<file path="src/hdl/simple_risc_instruction_execute_assert.svh">
// assertion macros shared by the execute block
`ifndef SIMPLE_RISC_INSTRUCTION_EXECUTE_ASSERT_SVH
`define SIMPLE_RISC_INSTRUCTION_EXECUTE_ASSERT_SVH

// same-cycle implication
`define SRIE_ASSERT_IMP(label, clk, rst, ante, cons, msg) \
  label: assert property (@(posedge clk) disable iff (rst) (ante) |-> (cons)) \
    else $error(msg);

// next-cycle implication
`define SRIE_ASSERT_NXT(label, clk, rst, ante, cons, msg) \
  label: assert property (@(posedge clk) disable iff (rst) (ante) |=> (cons)) \
    else $error(msg);

`endif

</file>
<file path="src/hdl/srie_pkg.sv">
`default_nettype none

package srie_pkg;

  // default data memory depth in words
  localparam int unsigned DATA_DEPTH_DEF = 65536;

  // conditional subtract steps that fold a 16-bit address into the smallest depth (256)
  localparam int unsigned FOLD_STEPS = 8;

  // instruction field positions
  localparam int unsigned OPC_HI = 29;
  localparam int unsigned OPC_LO = 25;
  localparam int unsigned DST_HI = 24;
  localparam int unsigned DST_LO = 22;
  localparam int unsigned SRC0_HI = 21;
  localparam int unsigned SRC0_LO = 19;
  localparam int unsigned SRC1_HI = 18;
  localparam int unsigned SRC1_LO = 16;
  localparam int unsigned IMM_HI = 15;
  localparam int unsigned IMM_LO = 0;

  // opcodes
  localparam logic [4:0] OP_ADD = 5'd0;
  localparam logic [4:0] OP_SUB = 5'd1;
  localparam logic [4:0] OP_LSF = 5'd2;
  localparam logic [4:0] OP_RSF = 5'd3;
  localparam logic [4:0] OP_AND = 5'd4;
  localparam logic [4:0] OP_OR  = 5'd5;
  localparam logic [4:0] OP_XOR = 5'd6;
  localparam logic [4:0] OP_LHI = 5'd7;
  localparam logic [4:0] OP_LD  = 5'd8;
  localparam logic [4:0] OP_ST  = 5'd9;
  localparam logic [4:0] OP_JLT = 5'd16;
  localparam logic [4:0] OP_JLE = 5'd17;
  localparam logic [4:0] OP_JEQ = 5'd18;
  localparam logic [4:0] OP_JNE = 5'd19;
  localparam logic [4:0] OP_JIN = 5'd20;
  localparam logic [4:0] OP_HLT = 5'd24;

  // operand selects that bypass the register file
  localparam logic [2:0] SEL_ZERO = 3'd0;
  localparam logic [2:0] SEL_IMM  = 3'd1;

  // link register
  localparam logic [2:0] REG_LINK = 3'd7;

  // input transaction
  typedef struct packed {
    logic        kind;
    logic [31:0] instruction;
    logic [15:0] program_counter;
    logic [15:0] preload_address;
    logic [31:0] preload_data;
  } in_item_t;

  // result transaction
  typedef struct packed {
    logic [15:0]        next_pc;
    logic               halted;
    logic               reg_written;
    logic [2:0]         dest_reg;
    logic signed [31:0] dest_value;
    logic               branch_taken;
    logic               mispredicted;
    logic               stored;
    logic [15:0]        store_address;
    logic signed [31:0] store_value;
  } out_item_t;

  // register file write port
  typedef struct packed {
    logic        en;
    logic [2:0]  addr;
    logic [31:0] data;
  } rf_wr_t;

  // side information from the execute unit
  typedef struct packed {
    logic        is_ld;
    logic        is_cond;
    logic [1:0]  ctr_next;
    logic [15:0] mem_addr;
  } ex_side_t;

  // operand rule: select 0 reads zero, select 1 reads the immediate
  function automatic logic [31:0] operand(input logic [2:0] sel, input logic [31:0] imm,
                                          input logic [31:0] rf_data);
    logic [31:0] v;
    case (sel)
      SEL_ZERO: v = '0;
      SEL_IMM:  v = imm;
      default:  v = rf_data;
    endcase
    return v;
  endfunction

  // address modulo depth by restoring subtraction, quotient is below 256
  function automatic logic [16:0] mem_fold(input logic [15:0] addr, input int unsigned depth);
    logic [23:0] r;
    logic [23:0] lim;
    r = {8'd0, addr};
    for (int k = FOLD_STEPS - 1; k >= 0; k--) begin
      lim = 24'(depth) << k;
      if (r >= lim) begin
        r = r - lim;
      end
    end
    return r[16:0];
  endfunction

endpackage

`default_nettype wire

</file>
<file path="src/hdl/srie_regfile.sv">
`default_nettype none

module srie_regfile
  import srie_pkg::*;
(
  input  wire logic        clk,
  input  wire logic        rst,
  input  wire logic        rd_en,
  input  wire logic [2:0]  rd_addr0,
  input  wire logic [2:0]  rd_addr1,
  input  wire rf_wr_t      wr,
  output      logic [31:0] rd_data0,
  output      logic [31:0] rd_data1
);

  logic [31:0] mem [8];
  logic [7:0]  written;

  // per-entry written flags, never-written entries read zero
  always_ff @(posedge clk) begin
    if (rst) begin
      written <= '0;
    end else if (wr.en) begin
      written[wr.addr] <= 1'b1;
    end
  end

  // write port and registered reads with write-through on a same-edge hit
  always_ff @(posedge clk) begin
    if (wr.en) begin
      mem[wr.addr] <= wr.data;
    end
    if (rd_en) begin
      if (wr.en && wr.addr == rd_addr0) begin
        rd_data0 <= wr.data;
      end else begin
        rd_data0 <= written[rd_addr0] ? mem[rd_addr0] : '0;
      end
      if (wr.en && wr.addr == rd_addr1) begin
        rd_data1 <= wr.data;
      end else begin
        rd_data1 <= written[rd_addr1] ? mem[rd_addr1] : '0;
      end
    end
  end

endmodule

`default_nettype wire

</file>
<file path="config.mk">
export PLATFORM = sky130hd
export DESIGN_NAME = srie_regfile
export DESIGN_NICKNAME = d
export VERILOG_FILES = /design/src/hdl/simple_risc_instruction_execute_assert.svh /design/src/hdl/srie_pkg.sv /design/src/hdl/srie_regfile.sv
export SDC_FILE = /design/constraint.sdc
export NUM_CORES = 1
export LEC_CHECK = 0
export ABC_AREA = 1
export BUFFER_PORTS_ARGS = -buffer_cell sky130_fd_sc_hd__buf_2
export CAP_MARGIN = 20
export CORE_ASPECT_RATIO = 0.9
export CORE_MARGIN = 5
export CORE_UTILIZATION = 50
export CTS_BUF_LIST = sky130_fd_sc_hd__clkbuf_8
export DETAILED_ROUTE_END_ITERATION = 6
export PLACE_DENSITY = 0.77
export SLEW_MARGIN = 15
export SYNTH_ARGS = -nofsm -noshare
export SYNTH_HDL_FRONTEND = slang
export SYNTH_SLANG_ARGS = --single-unit
</file>
<file path="constraint.sdc">
create_clock -name clk -period 3.1 [get_ports clk]
set_input_delay 0.465 -clock clk [delete_from_list [all_inputs] [get_ports clk]]
set_output_delay 0.465 -clock clk [all_outputs]
set_load 0.05 [all_outputs]
</file>
# ---- Yosys cells after proc, flatten, opt, wreduce, memory -nomap -nowiden
# Memory sizes are Yosys's and may differ from the RTL's.
# Index checks and enable logic that the tools add are counted.
dict set report op_classes {
  muxes 12
  n_bitwise 1
  order_cmp 4
  reduce_logical 3
  eq_ne 2
}
# cell n
set ops {}
lappend ops {{32-bit 2-to-1 mux} 4}
lappend ops {{3-bit by 4-bit less-than comparator with 1-bit output (second input constant)} 3}
lappend ops {{8-bit bitwise OR} 1}
lappend ops {{1-bit binary-select mux with 3-bit select} 2}
lappend ops {{3-bit == test} 2}
lappend ops {{1-bit 2-to-1 mux} 5}
lappend ops {{1-bit demux with 3-bit select} 1}
lappend ops {{3-bit by 1-bit greater-or-equal comparator with 1-bit output (second input constant)} 1}
lappend ops {{1-bit logical AND} 3}
dict set report word_totals {
  reg_bits 72
  output_inout_bits 64
  elab_cells 26
  inputBits 45
  ram_bits 256
  n_memories 1
}
# memory words word_bits rd rd_clocked_by_memory_dff write_ports line
set mem_list {}
lappend mem_list {mem 8 32 2 0 1 srie_regfile.sv:16} ;# logic [31:0] mem [8];

# ---- Depth between registers and ports, before layout
# Gate-level depths: netlist (run 1).
dict set report depth {
  word_depth 5
  mapped_depth 11
  mapped_depth_nobuf 8
}

# ---- Worst setup path after synthesis (run 1)
# No wires, ideal clock.
dict set report synth_path {
  path_kind {input to register}
  startpoint {input port wr[34] (netlist bit)}
  endpoint {memory mem[4][0] (enable)}
  path_stages 4
  required_time_ns 2.677
  n_path_buf 0
  slack_ns 0.650
  setup_ns 0.423
  t_arrival_ns 2.027
  path_cell_list {inv_1 > nor2_1 > inv_1 > nor2_1}
}
# item line
set synth_lines {}
lappend synth_lines {{from (decl)} srie_regfile.sv:11} ;# input wire rf_wr_t wr,
lappend synth_lines {{to (decl)} srie_regfile.sv:16}
# No word-level cell before the write port.

# ---- Worst setup path after layout (run 1)
dict set report layout_path {
  startpoint {input port rd_addr1[2]}
  endpoint {register rd_data1[5], data pin}
}
dict set report layout_via {
  elab_chain_len 4
  word_cells_on_any_way 7
  cone_classes {eq/ne: 1; mux: 4; reduce/logical: 1; memory: 1}
}
# item line
set layout_lines {}
lappend layout_lines {{from (decl)} srie_regfile.sv:10} ;# input wire logic [2:0] rd_addr1,
lappend layout_lines {{1-bit binary-select mux with 3-bit select} srie_regfile.sv:42} ;# rd_data1 <= written[rd_addr1] ? mem[rd_addr1] : '0;
lappend layout_lines {{1-bit 2-to-1 mux (implied by the code)} srie_regfile.sv:42}
lappend layout_lines {{32-bit 2-to-1 mux} srie_regfile.sv:42}
lappend layout_lines {{32-bit 2-to-1 mux (*)} srie_regfile.sv:39} ;# if (wr.en && wr.addr == rd_addr1) begin
lappend layout_lines {{to (signal assigned)} srie_regfile.sv:40} ;# rd_data1 <= wr.data;
lappend layout_lines {{to (signal assigned)} srie_regfile.sv:42}
lappend layout_lines {{to (decl)} srie_regfile.sv:13} ;# output logic [31:0] rd_data1
# Mark *: on every way between the ends. The rest lies on a longest branch, timed or not. The select of a mux whose other input is x is not followed.
# A chain may end at the register's enable or synchronous reset.

==> key figures, run 1 <==
Status
  • Status: finished, final reports clean

Routing
  • DR iter-0 viols: 1539
  • Post-route ant nets: 0
  • Vias: 14548
  • First-pass DRT Iterations: 6
  • DRC violations left: 0
  • Vias per inst: 5.45
  • WL final: 48500 um
  • Per-cell routed wire length: 18.2 um

Die
  • Height of the die: 186 um
  • Core Rows: 64
  • Full die area: 38400 um^2
  • Effective utilization at floorplan: 0.507
  • Boundary pin count: 109
  • Die width: 206 um
  • Core box area: 34100 um^2

Timing
  • Setup-failing EPs final: 0
  • Final min period: 2060 ps
  • Tcrit/Tclk final: 0.664
  • Final Slew Violations: 0
  • Worst Skew: 27.9 ps
  • Total negative slack: 0 ps
  • Relative slew slack: 0.391
  • Hold Vio Cnt, Final: 0
  • Max Fclk: 486 MHz
  • Slew at the pin closest to its max-slew limit: 912 ps
  • Unrepaired setup endpoints after global routing: false

GRT
  • Number of global-route vias before repair: 14524
  • Initial antenna violation count: 2
  • Total track usage: 0.249
  • Grt ovf: 0
  • Largest net degree at the start of global routing: 115
  • First-pass GRT wire length: 76000 um

Clock network
  • Sink Count: 328
  • Resize count post-CTS: 0
  • Clock Path Buffers: 3
  • Clk_lat worst skew: 610 ps
  • TritonCTS clock tree: done
  • Total CTS buffers: 53
  • H-tree Lvls: 2
  • Setup Buffers After CTS: 0
  • Root buf cell: clkbuf_8
  • Worst-path clk slew: 60 ps
  • CTS Hold Bufs: 0

Synthesis
  • Net Count, Synth: 2128
  • Mapped cell area: 17300 um^2
  • Synth Instances: 2083
  • Yosys reg bits: 328
  • YS warnings: 0
  • Library cells used by synthesis: 24
  • Largest family of logic cells by synthesized area: simple AND/OR/NAND/NOR gates
  • Syn Area/Cell: 8.30 um^2
  • Simple-gate share of the synthesized area: 0.321
  • Mux contribution to synthesized area: 0
  • Sequential cell area fraction in the yosys report: 0.565
  • Synth Area in XOR/XNOR: 0.000506
  • Synth Area in Adders: 0
  • Synth Area in Compound Gates: 0.00210

Power and ir drop
  • Pleak: 0.00916 uW
  • PD cells: 521 nW/um^2
  • Reg power frac: 0.518
  • Clock power share: 0.339
  • Net Sw Power: 2820 uW
  • Sw Share: 0.286
  • Worst IR Drop VDD: 0.393 mV
  • Gate power share: 0.143
  • Internal: 7060 uW

Run
  • Max cap viols: 0

Finish
  • Share of cells above drive strength 1: 0.116
  • Post-Layout Cell Count: 2671
  • Final nets: 2211
  • Layout area overhead: 9.49%
  • # fillers: 3024

Critical path
  • CP cell instances: buf_2, clkinv_2, buf_4, nand2_1, nand2_1, buf_4, nand3_1, nand2_1
  • Crit path DAT: 2390 ps
  • Most used cell along the critical path: nand2_1
  • WP data required: 3440 ps
  • Family with the most delay on the worst path: buffers and inverters
  • Crit Path Class: input pin to flop
  • CP Capture Type: flop
  • Worst Setup Start Kind: input pin
  • Worst-path maximum fanout: 33
  • Buffers & Inverters on Critical Path: 4
  • Largest stage delay, worst path: 440 ps
  • CP max-delay cell: nand2_1

Placement
  • IO Port Bufs: 108
  • Half-perimeter wire length after detailed placement: 27800 um
  • Placed Cells: 2573
  • Placer's final routability congestion estimate: 0.827

Worst hold path
  • HP Class: input pin to flop
[area by class of cell]
class / instances / area, um^2 / area share
tap: 462 / 578 / 0.0305
antenna: 1 / 2.50 / 0.000132
inverter: 278 / 1050 / 0.0556
timing repair buffer: 147 / 951 / 0.0502
multi-input combinational: 1358 / 5660 / 0.299
clock inverter: 42 / 165 / 0.00872
sequential: 328 / 9770 / 0.516
clock buffer: 55 / 757 / 0.0400
[power groups by stage]
stage | Combinational [uW] | Clock [uW] | Sequential, uW
after global routing | 1540 | 3610 | 5130
after global placement | 1360 | 0 | 5210
final | 1410 | 3350 | 5120
after detailed placement | 1390 | 0 | 5210
after CTS | 1390 | 3390 | 5120
after floorplan | 756 | 0 | 5430
[layer usage]
layer,GRT usage,up-vias,part of all wire
met5,0,-,0.00027
met4,0.118,2,0.047
met3,0.0538,219,0.12
met2,0.394,914,0.46
met1,0.327,6673,0.38
li1,-,6740,-
[cells by family after synthesis]
| kind of cell | after synthesis |
|---|---|
| AOI/OAI and AO/OA | 6 |
| DFF | 328 |
| buffers and inverters | 397 |
| and+or+nand+nor | 1351 |
| xor gates and xnor gates | 1 |
[synthesized netlist by cell type (all sizes together)]
library cell  count  share of area
edfxtp          320           0.56
clkbuf            6         0.0015
o21ai             2        0.00058
xor2              1        0.00051
o22ai             2        0.00072
inv             277          0.061
a21oi             2        0.00080
dfxtp             8         0.0093
buf             113          0.049
nor2             30         0.0065
clkinv            1        0.00029
nand3           328          0.095
nand2           993           0.22
[state kept, by name, summed over array words and instances (netlist names)]
name,count
rd_data0,32
rd_data1,32
written,8
mem,256
[path summary, 6_finish.rpt]
kind	from	endpoint	slack, ps	cells after the start
max	rd_addr1[2]	rd_data1[5]	1040	8
min	rst	written[5]	150	2
max reg2reg	written[5]	rd_data1[5]	1220	9
min reg2reg	written[2]	written[2]	480	2
[worst register-to-register path, stage by stage (launching register included)]
cell and delay (ps):
dfxtp_1 310, inv_1 60, nand2_1 50, nand3_1 100, nand2_1 60, nand2_1 50, nand2_1 440, buf_4 390
nand3_1 100, nand2_1 50
[metrics by stage]
step	area (um^2)	total power [uW]	hold WS (ps)	utilization	worst slack, ps
global route	18900	10300	137	0.555	1000
finish	18900	9880	154	0.555	1040
floorplan	17300	6190	440	-	650
global placement	18000	6560	452	0.528	585
detailed placement	18000	6600	467	0.528	551
CTS	18900	9900	130	0.555	1170
[placed cells by master, fill, tap and decap left out, types with 2 or more instances in the layout]
cell type / Yosys / routed
buf_12: 1 / 9
buf_4: 18 / 32
nand2_1: 962 / 962
inv_2: 5 / 5
nand3_1: 328 / 328
clkbuf_8: 0 / 55
dfxtp_1: 8 / 8
o22ai_1: 2 / 2
nor2_4: 0 / 8
edfxtp_1: 320 / 320
o21ai_1: 2 / 2
nor2_1: 30 / 22
buf_2: 60 / 106
clkinv_2: 1 / 7
clkinv_1: 0 / 22
inv_1: 270 / 284
nand2_2: 31 / 31
No activity file was read; power rests on OpenSTA's default activity.
==> inputs of run 2 (changes only) <==
--- a/config.mk
+++ b/config.mk
@@ -5,7 +5,7 @@
 export SDC_FILE = /design/constraint.sdc
 export NUM_CORES = 1
 export LEC_CHECK = 0
-export ABC_AREA = 1
+export ABC_AREA = 0
 export BUFFER_PORTS_ARGS = -buffer_cell sky130_fd_sc_hd__buf_2
 export CAP_MARGIN = 20
 export CORE_ASPECT_RATIO = 0.9
==> constraint.sdc (replaced) <==
create_clock -name clk -period 2 [get_ports clk]
set_input_delay 0.3 -clock clk [delete_from_list [all_inputs] [get_ports clk]]
set_output_delay 0.3 -clock clk [all_outputs]
set_load 0.05 [all_outputs]
==> run 2 against run 1 <==
Compared with the run above: synthesized area shrank 16%; register-to-register slack got worse by 950 ps; clock power up 70%; cell area shrank 10%; non-clock buffer count rose by 17; power is 57% higher; die area down 15%; via count decreased by 45%; combinational power rose by 28%; worst setup slack got worse by 770 ps; global-route usage is 4.6 points lower; highest routed layer unchanged; critical path depth decreased by 3.
==> key figures, run 2 <==
Status
  • Status: finished, final reports clean

GRT
  • Total track usage: 0.203
  • Largest net degree at the start of global routing: 46
  • Number of global-route vias before repair: 8203
  • Grt ovf: 0
  • Initial antenna violation count: 2
  • First-pass GRT wire length: 49200 um

Synthesis
  • Ys flop type: edfxtp_1
  • Commonest cells post-synth: edfxtp_1 (320), mux4_2 (130), nand2_1 (66), mux2i_1 (64), o21ai_1 (64)
  • Net Count, Synth: 798
  • Top cells by area, synth: edfxtp_1 (66%), mux4_2 (20%), mux2i_1 (4.4%)
  • Library cells used by synthesis: 23
  • Synth Instances: 753
  • YS warnings: 0
  • Yosys reg bits: 328
  • Area leader, netlist: edfxtp_1
  • Syn Area/Cell: 19.2 um^2
  • EDFF count, synth: 320
  • Count leader, synth: edfxtp_1
  • Sequential cell area fraction in the yosys report: 0.674
  • Mapped cell area: 14500 um^2
  • Synth async-reset ratio: 0
  • Yosys top cell area share: 0.663

Clock network
  • Clk_lat worst skew: 570 ps
  • Setup Buffers After CTS: 0
  • TritonCTS clock tree: done
  • Sink Count: 328
  • Root buf cell: clkbuf_8
  • Clock Path Buffers: 3
  • Resize count post-CTS: 0
  • H-tree Lvls: 2
  • Total CTS buffers: 50
  • Worst-path clk slew: 70 ps

Critical path
  • Worst Setup Start Kind: flop
  • CP Capture Type: flop
  • WP data required: 2390 ps
  • Crit Path Class: flop to flop
  • Crit path DAT: 2120 ps
  • Worst-path maximum fanout: 24

Routing
  • Vias per inst: 6.08
  • DRC violations left: 0
  • DR iter-0 viols: 728
  • WL final: 32800 um
  • Per-cell routed wire length: 24.9 um
  • Vias: 8018
  • Post-route ant nets: 0
  • First-pass DRT Iterations: 5

Timing
  • Max Fclk: 578 MHz
  • Worst Skew: 29.0 ps
  • Hold Vio Cnt, Final: 0
  • Unrepaired setup endpoints after global routing: false
  • Tcrit/Tclk final: 0.865
  • Total negative slack: 0 ps
  • Slew at the pin closest to its max-slew limit: 537 ps
  • Relative slew slack: 0.642
  • Setup-failing EPs final: 0
  • Final Slew Violations: 0
  • Final min period: 1730 ps

Power and ir drop
  • Sw Share: 0.244
  • Net Sw Power: 3780 uW
  • Clock power share: 0.367
  • Total power: 15500 uW
  • PD cells: 910 nW/um^2
  • Gate power share: 0.116
  • Reg power frac: 0.516
  • Internal: 11700 uW
  • Worst IR Drop VDD: 0.575 mV
  • Pleak: 0.00589 uW

Finish
  • Final nets: 959
  • Commonest cells after routing, fill and taps aside: edfxtp_1 (320), mux4_2 (130), buf_2 (106), nand2_1 (66)
  • Most flops, register: mem
  • Post-Layout Cell Count: 1318
  • Max reg flops: 256
  • Largest registers: mem (256), rd_data0 (32), rd_data1 (32)
  • Most common cell after layout, fill and taps aside: edfxtp_1
  • Share of cells above drive strength 1: 0.396
  • Layout area overhead: 17.4%

Placement
  • Half-perimeter wire length after detailed placement: 20600 um
  • Placed Cells: 1227
  • IO Port Bufs: 108
  • Placer's final routability congestion estimate: 0.807

Run
  • Max cap viols: 0

Die
  • Core Rows: 59
  • Core box area: 28700 um^2
  • Effective utilization at floorplan: 0.504
  • Full die area: 32500 um^2
  • Height of the die: 171 um
  • Die width: 189 um
  • Boundary pin count: 109

Worst hold path
  • HP Class: input pin to flop
## run 2: cell count changes after synthesis, moves of 46 or more
| cell | change |
|---|---|
| inv_1 | -270 |
| mux4_2 | +130 |
| nand2_1 | -896 |
| nand3_1 | -328 |
| o21ai_1 | +62 |
| mux2i_1 | +64 |
| buf_2 | -46 |
## run 2: cells by family after synthesis
family | synth area share
mux | 0.248
flops | 0.674
xor+xnor | 0.00363
buf+inv | 0.0203
compound gates | 0.0240
simple gates | 0.0298
## run 2: repair_timing
action / 4_1_cts / 5_1_grt
hold buffers: 1 / 0
endpoints found under the setup margin: 0 / 0
hold endpoints to repair: 7 / 0
## run 2: metal layers
metal	share of wire	vias up	track usage
li1	-	3452	-
met1	0.40	4149	0.276
met2	0.50	341	0.348
met3	0.073	74	0.0325
met4	0.022	2	0.0550
met5	0.00021	-	0
## run 2: path summary, 6_finish.rpt
kind,startpoint,to,slack (ps),depth (start not counted)
min,wr[14],mem[3][14],50,1
min reg2reg,written[2],written[2],500,2
max,written[7],rd_data1[7],270,5
max reg2reg,written[7],rd_data1[7],270,5
## run 2: through the flow
step                      utilization  setup WS, ps  hold WS (ps)  area (um^2)
after floorplan                     -          -427           399        14500
after global placement          0.556          26.1           468        16000
after detailed placement        0.556          23.8           480        16000
after CTS                       0.592           298          22.2        17000
after global routing            0.592           214          26.9        17000
final                           0.592           271          48.4        17000
## run 2: area by class of cell
class,instances,area (um^2)
timing repair buffer,164,1270
antenna,1,2.50
clock inverter,39,334
clock buffer,50,688
multi-input combinational,370,4490
fill,2044,11700
sequential,328,9770
tap,366,458
## run 2: power groups by stage
stage	sequential (uW)	clock [uW]	combinational, uW
3_3_place_gp	8120	0	1780
2_1_floorplan	8480	0	824
4_1_cts	8000	5780	1810
5_1_grt	8020	6120	1900
3_5_place_dp	8140	0	1810
6_report	7990	5690	1800
## run 2: critical path: stages, from the launching register on
cell     delay, ps
dfxtp_1        360
mux4_2         250
nor2b_1         50
or4_4          530
buf_12         200
o21ai_1        180
==> inputs of run 3 (changes only) <==
--- a/config.mk
+++ b/config.mk
@@ -10,10 +10,10 @@
 export CAP_MARGIN = 20
 export CORE_ASPECT_RATIO = 0.9
 export CORE_MARGIN = 5
-export CORE_UTILIZATION = 50
+export CORE_UTILIZATION = 30
 export CTS_BUF_LIST = sky130_fd_sc_hd__clkbuf_8
 export DETAILED_ROUTE_END_ITERATION = 6
-export PLACE_DENSITY = 0.77
+export PLACE_DENSITY = 0.55
 export SLEW_MARGIN = 15
 export SYNTH_ARGS = -nofsm -noshare
 export SYNTH_HDL_FRONTEND = slang
==> run 3 against run 2 <==
Compared with the run above: combinational power increased by 6%; via count increased by 0.51%; power decreased by 1.3%; count of clock-buffer cells in the layout increased by 6; critical path depth unchanged; routed wire length increased by 16%; critical endpoint is now rd_data0[10]; critical path type unchanged; die area increased by 63%; clock skew increased by 0.59 ps; largest cell class unchanged; sequential share of layout area decreased by 1.6 points; cell area increased by 3.0%; cell count increased by 22%; fmax decreased by 8.7%.
==> key figures, run 3 (synthesis gave the netlist of run 2 again) <==
Clock network
  • Clock Path Buffers: 3
  • Root buf cell: clkbuf_8
  • Total CTS buffers: 56
  • H-tree Lvls: 2
  • Clk_lat worst skew: 600 ps
  • TritonCTS clock tree: done
  • Worst-path clk slew: 60 ps
  • Sink Count: 328

Timing
  • Final min period: 1890 ps
  • Final Slew Violations: 0
  • Hold Vio Cnt, Final: 0
  • Unrepaired setup endpoints after global routing: false
  • Relative slew slack: 0.582
  • Tcrit/Tclk final: 0.947
  • Max Fclk: 528 MHz
  • Slew at the pin closest to its max-slew limit: 625 ps
  • Worst Skew: 29.6 ps
  • Total negative slack: 0 ps
  • Setup-failing EPs final: 0

Finish
  • Final nets: 987
  • Post-Layout Inst Area: 17500 um^2
  • Share of cells above drive strength 1: 0.376
  • Commonest cells after routing, fill and taps aside: edfxtp_1 (320), mux4_2 (130), buf_2 (106), nand2_1 (66)
  • Max reg flops: 256
  • Ant. Diodes: 0
  • Largest registers: mem (256), rd_data0 (32), rd_data1 (32)
  • Most flops, register: mem
  • Most common cell after layout, fill and taps aside: edfxtp_1
  • Layout area overhead: 20.9%

Worst hold path
  • WHS Endpoint: mem[6][5]
  • Worst hold path depth: 1
  • Hold Crit Start: wr[5]
  • HP Class: input pin to flop

Placement
  • Half-perimeter wire length after detailed placement: 22100 um
  • IO Port Bufs: 108
  • Area after DPL: 16300 um^2
  • Placer's final routability congestion estimate: 0.716

Die
  • Effective utilization at floorplan: 0.303
  • Core box area: 47800 um^2
  • Core Rows: 76
  • Full die area: 52800 um^2
  • Height of the die: 218 um
  • Die width: 242 um
  • Boundary pin count: 109

Critical path
  • Crit path DAT: 2320 ps
  • R2R Path End: rd_data0[10]
  • Worst-path maximum fanout: 5
  • WP data required: 2420 ps
  • Crit Path Class: flop to flop
  • CP Capture Type: flop
  • Worst Setup Start Kind: flop
  • R2r setup slk: 110 ps
  • FF-to-FF path depth: 5
  • Worst R2R Start: written[7]

Routing
  • DRC violations left: 0
  • DR iter-0 viols: 574
  • Vias: 8059
  • WL final: 37900 um
  • Per-cell routed wire length: 23.6 um
  • Vias per inst: 5.03
  • Post-route ant nets: 0
  • First-pass DRT Iterations: 5

Run
  • Max cap viols: 0

Power and ir drop
  • Pleak: 0.00598 uW
  • Sw Share: 0.258
  • Total power: 15300 uW
  • Worst IR Drop VDD: 0.424 mV
  • Internal: 11300 uW
  • Net Sw Power: 3940 uW
  • Reg power frac: 0.524
  • Clock power share: 0.351
  • Gate power share: 0.125
  • PD cells: 872 nW/um^2

GRT
  • Grt ovf: 0
  • Total track usage: 0.142
  • Number of global-route vias before repair: 8636
  • Initial antenna violation count: 0
  • Largest net degree at the start of global routing: 65
  • First-pass GRT wire length: 56600 um

Status
  • Status: finished, final reports clean
-- run 3: cell count changes in the layout (fill, tap and decap cells not counted), sizes merged --
cell,before,now
dlygate4sd3,1,23
clkbuf,50,56
diode,1,0
clkinv,23,20
clkinvlp,2,1
inv,8,17
bufinv,6,1
-- run 3: worst max path at each step --
stage          slack, ps            to         from
2_1_floorplan       -430     mem[2][0]       wr[34]
3_3_place_gp        -190  rd_data1[18]  rd_addr1[0]
3_5_place_dp        -220  rd_data1[21]  rd_addr1[0]
4_1_cts               70  rd_data1[27]   written[0]
5_1_grt               40   rd_data1[9]   written[7]
6_report             110  rd_data0[10]   written[7]
-- run 3: worst max-delay path: stages, from the launching register on --
cell	delay (ps)
dfxtp_1	390
mux4_2	270
nor2b_1	60
or4_4	630
buf_4	210
o21ai_1	160
-- run 3: stage by stage --
stage	hold WS [ps]	worst slack [ps]	utilization	instances
floorplan	399	-427	-	753
global placement	471	-193	0.341	1485
detailed placement	487	-223	0.341	1485
CTS	0.205	69.8	0.366	1603
global route	27.6	42.2	0.366	1603
finish	39.7	106	0.366	1603
-- run 3: area by class of cell --
class                           instances  area (um^2)
Fill cell                            4447        30300
Timing Repair Buffer                  186         1510
Tap cell                              624          781
Clock buffer                           56          771
Clock inverter                         39          188
Sequential cell                       328         9770
Multi-Input combinational cell        370         4490
-- run 3: power groups by stage --
stage                     clock, uW  combinational [uW]  sequential, uW
final                          5360                1910            8000
after global routing           5850                2040            8030
after CTS                      5530                1940            8000
after detailed placement          0                1900            8140
after global placement            0                1890            8140
after floorplan                   0                 824            8480
-- run 3: metal layers --
metal  up-vias  wire length [um]  global-route usage  part of all wire
met3        45              2260              0.0302             0.060
met1      4271             17500               0.202              0.46
met4         0               526              0.0293             0.014
met5         -                 0                   0                 0
li1       3502                 -                   -                 -
met2       241             17700               0.227              0.47
-- run 3: repair_timing --
item,4_1_cts,5_1_grt
setup endpoints to repair,0,28
gates resized for setup,0,1
hold buffers,23,0
endpoints found under the hold margin,159,0
setup buffers,0,0
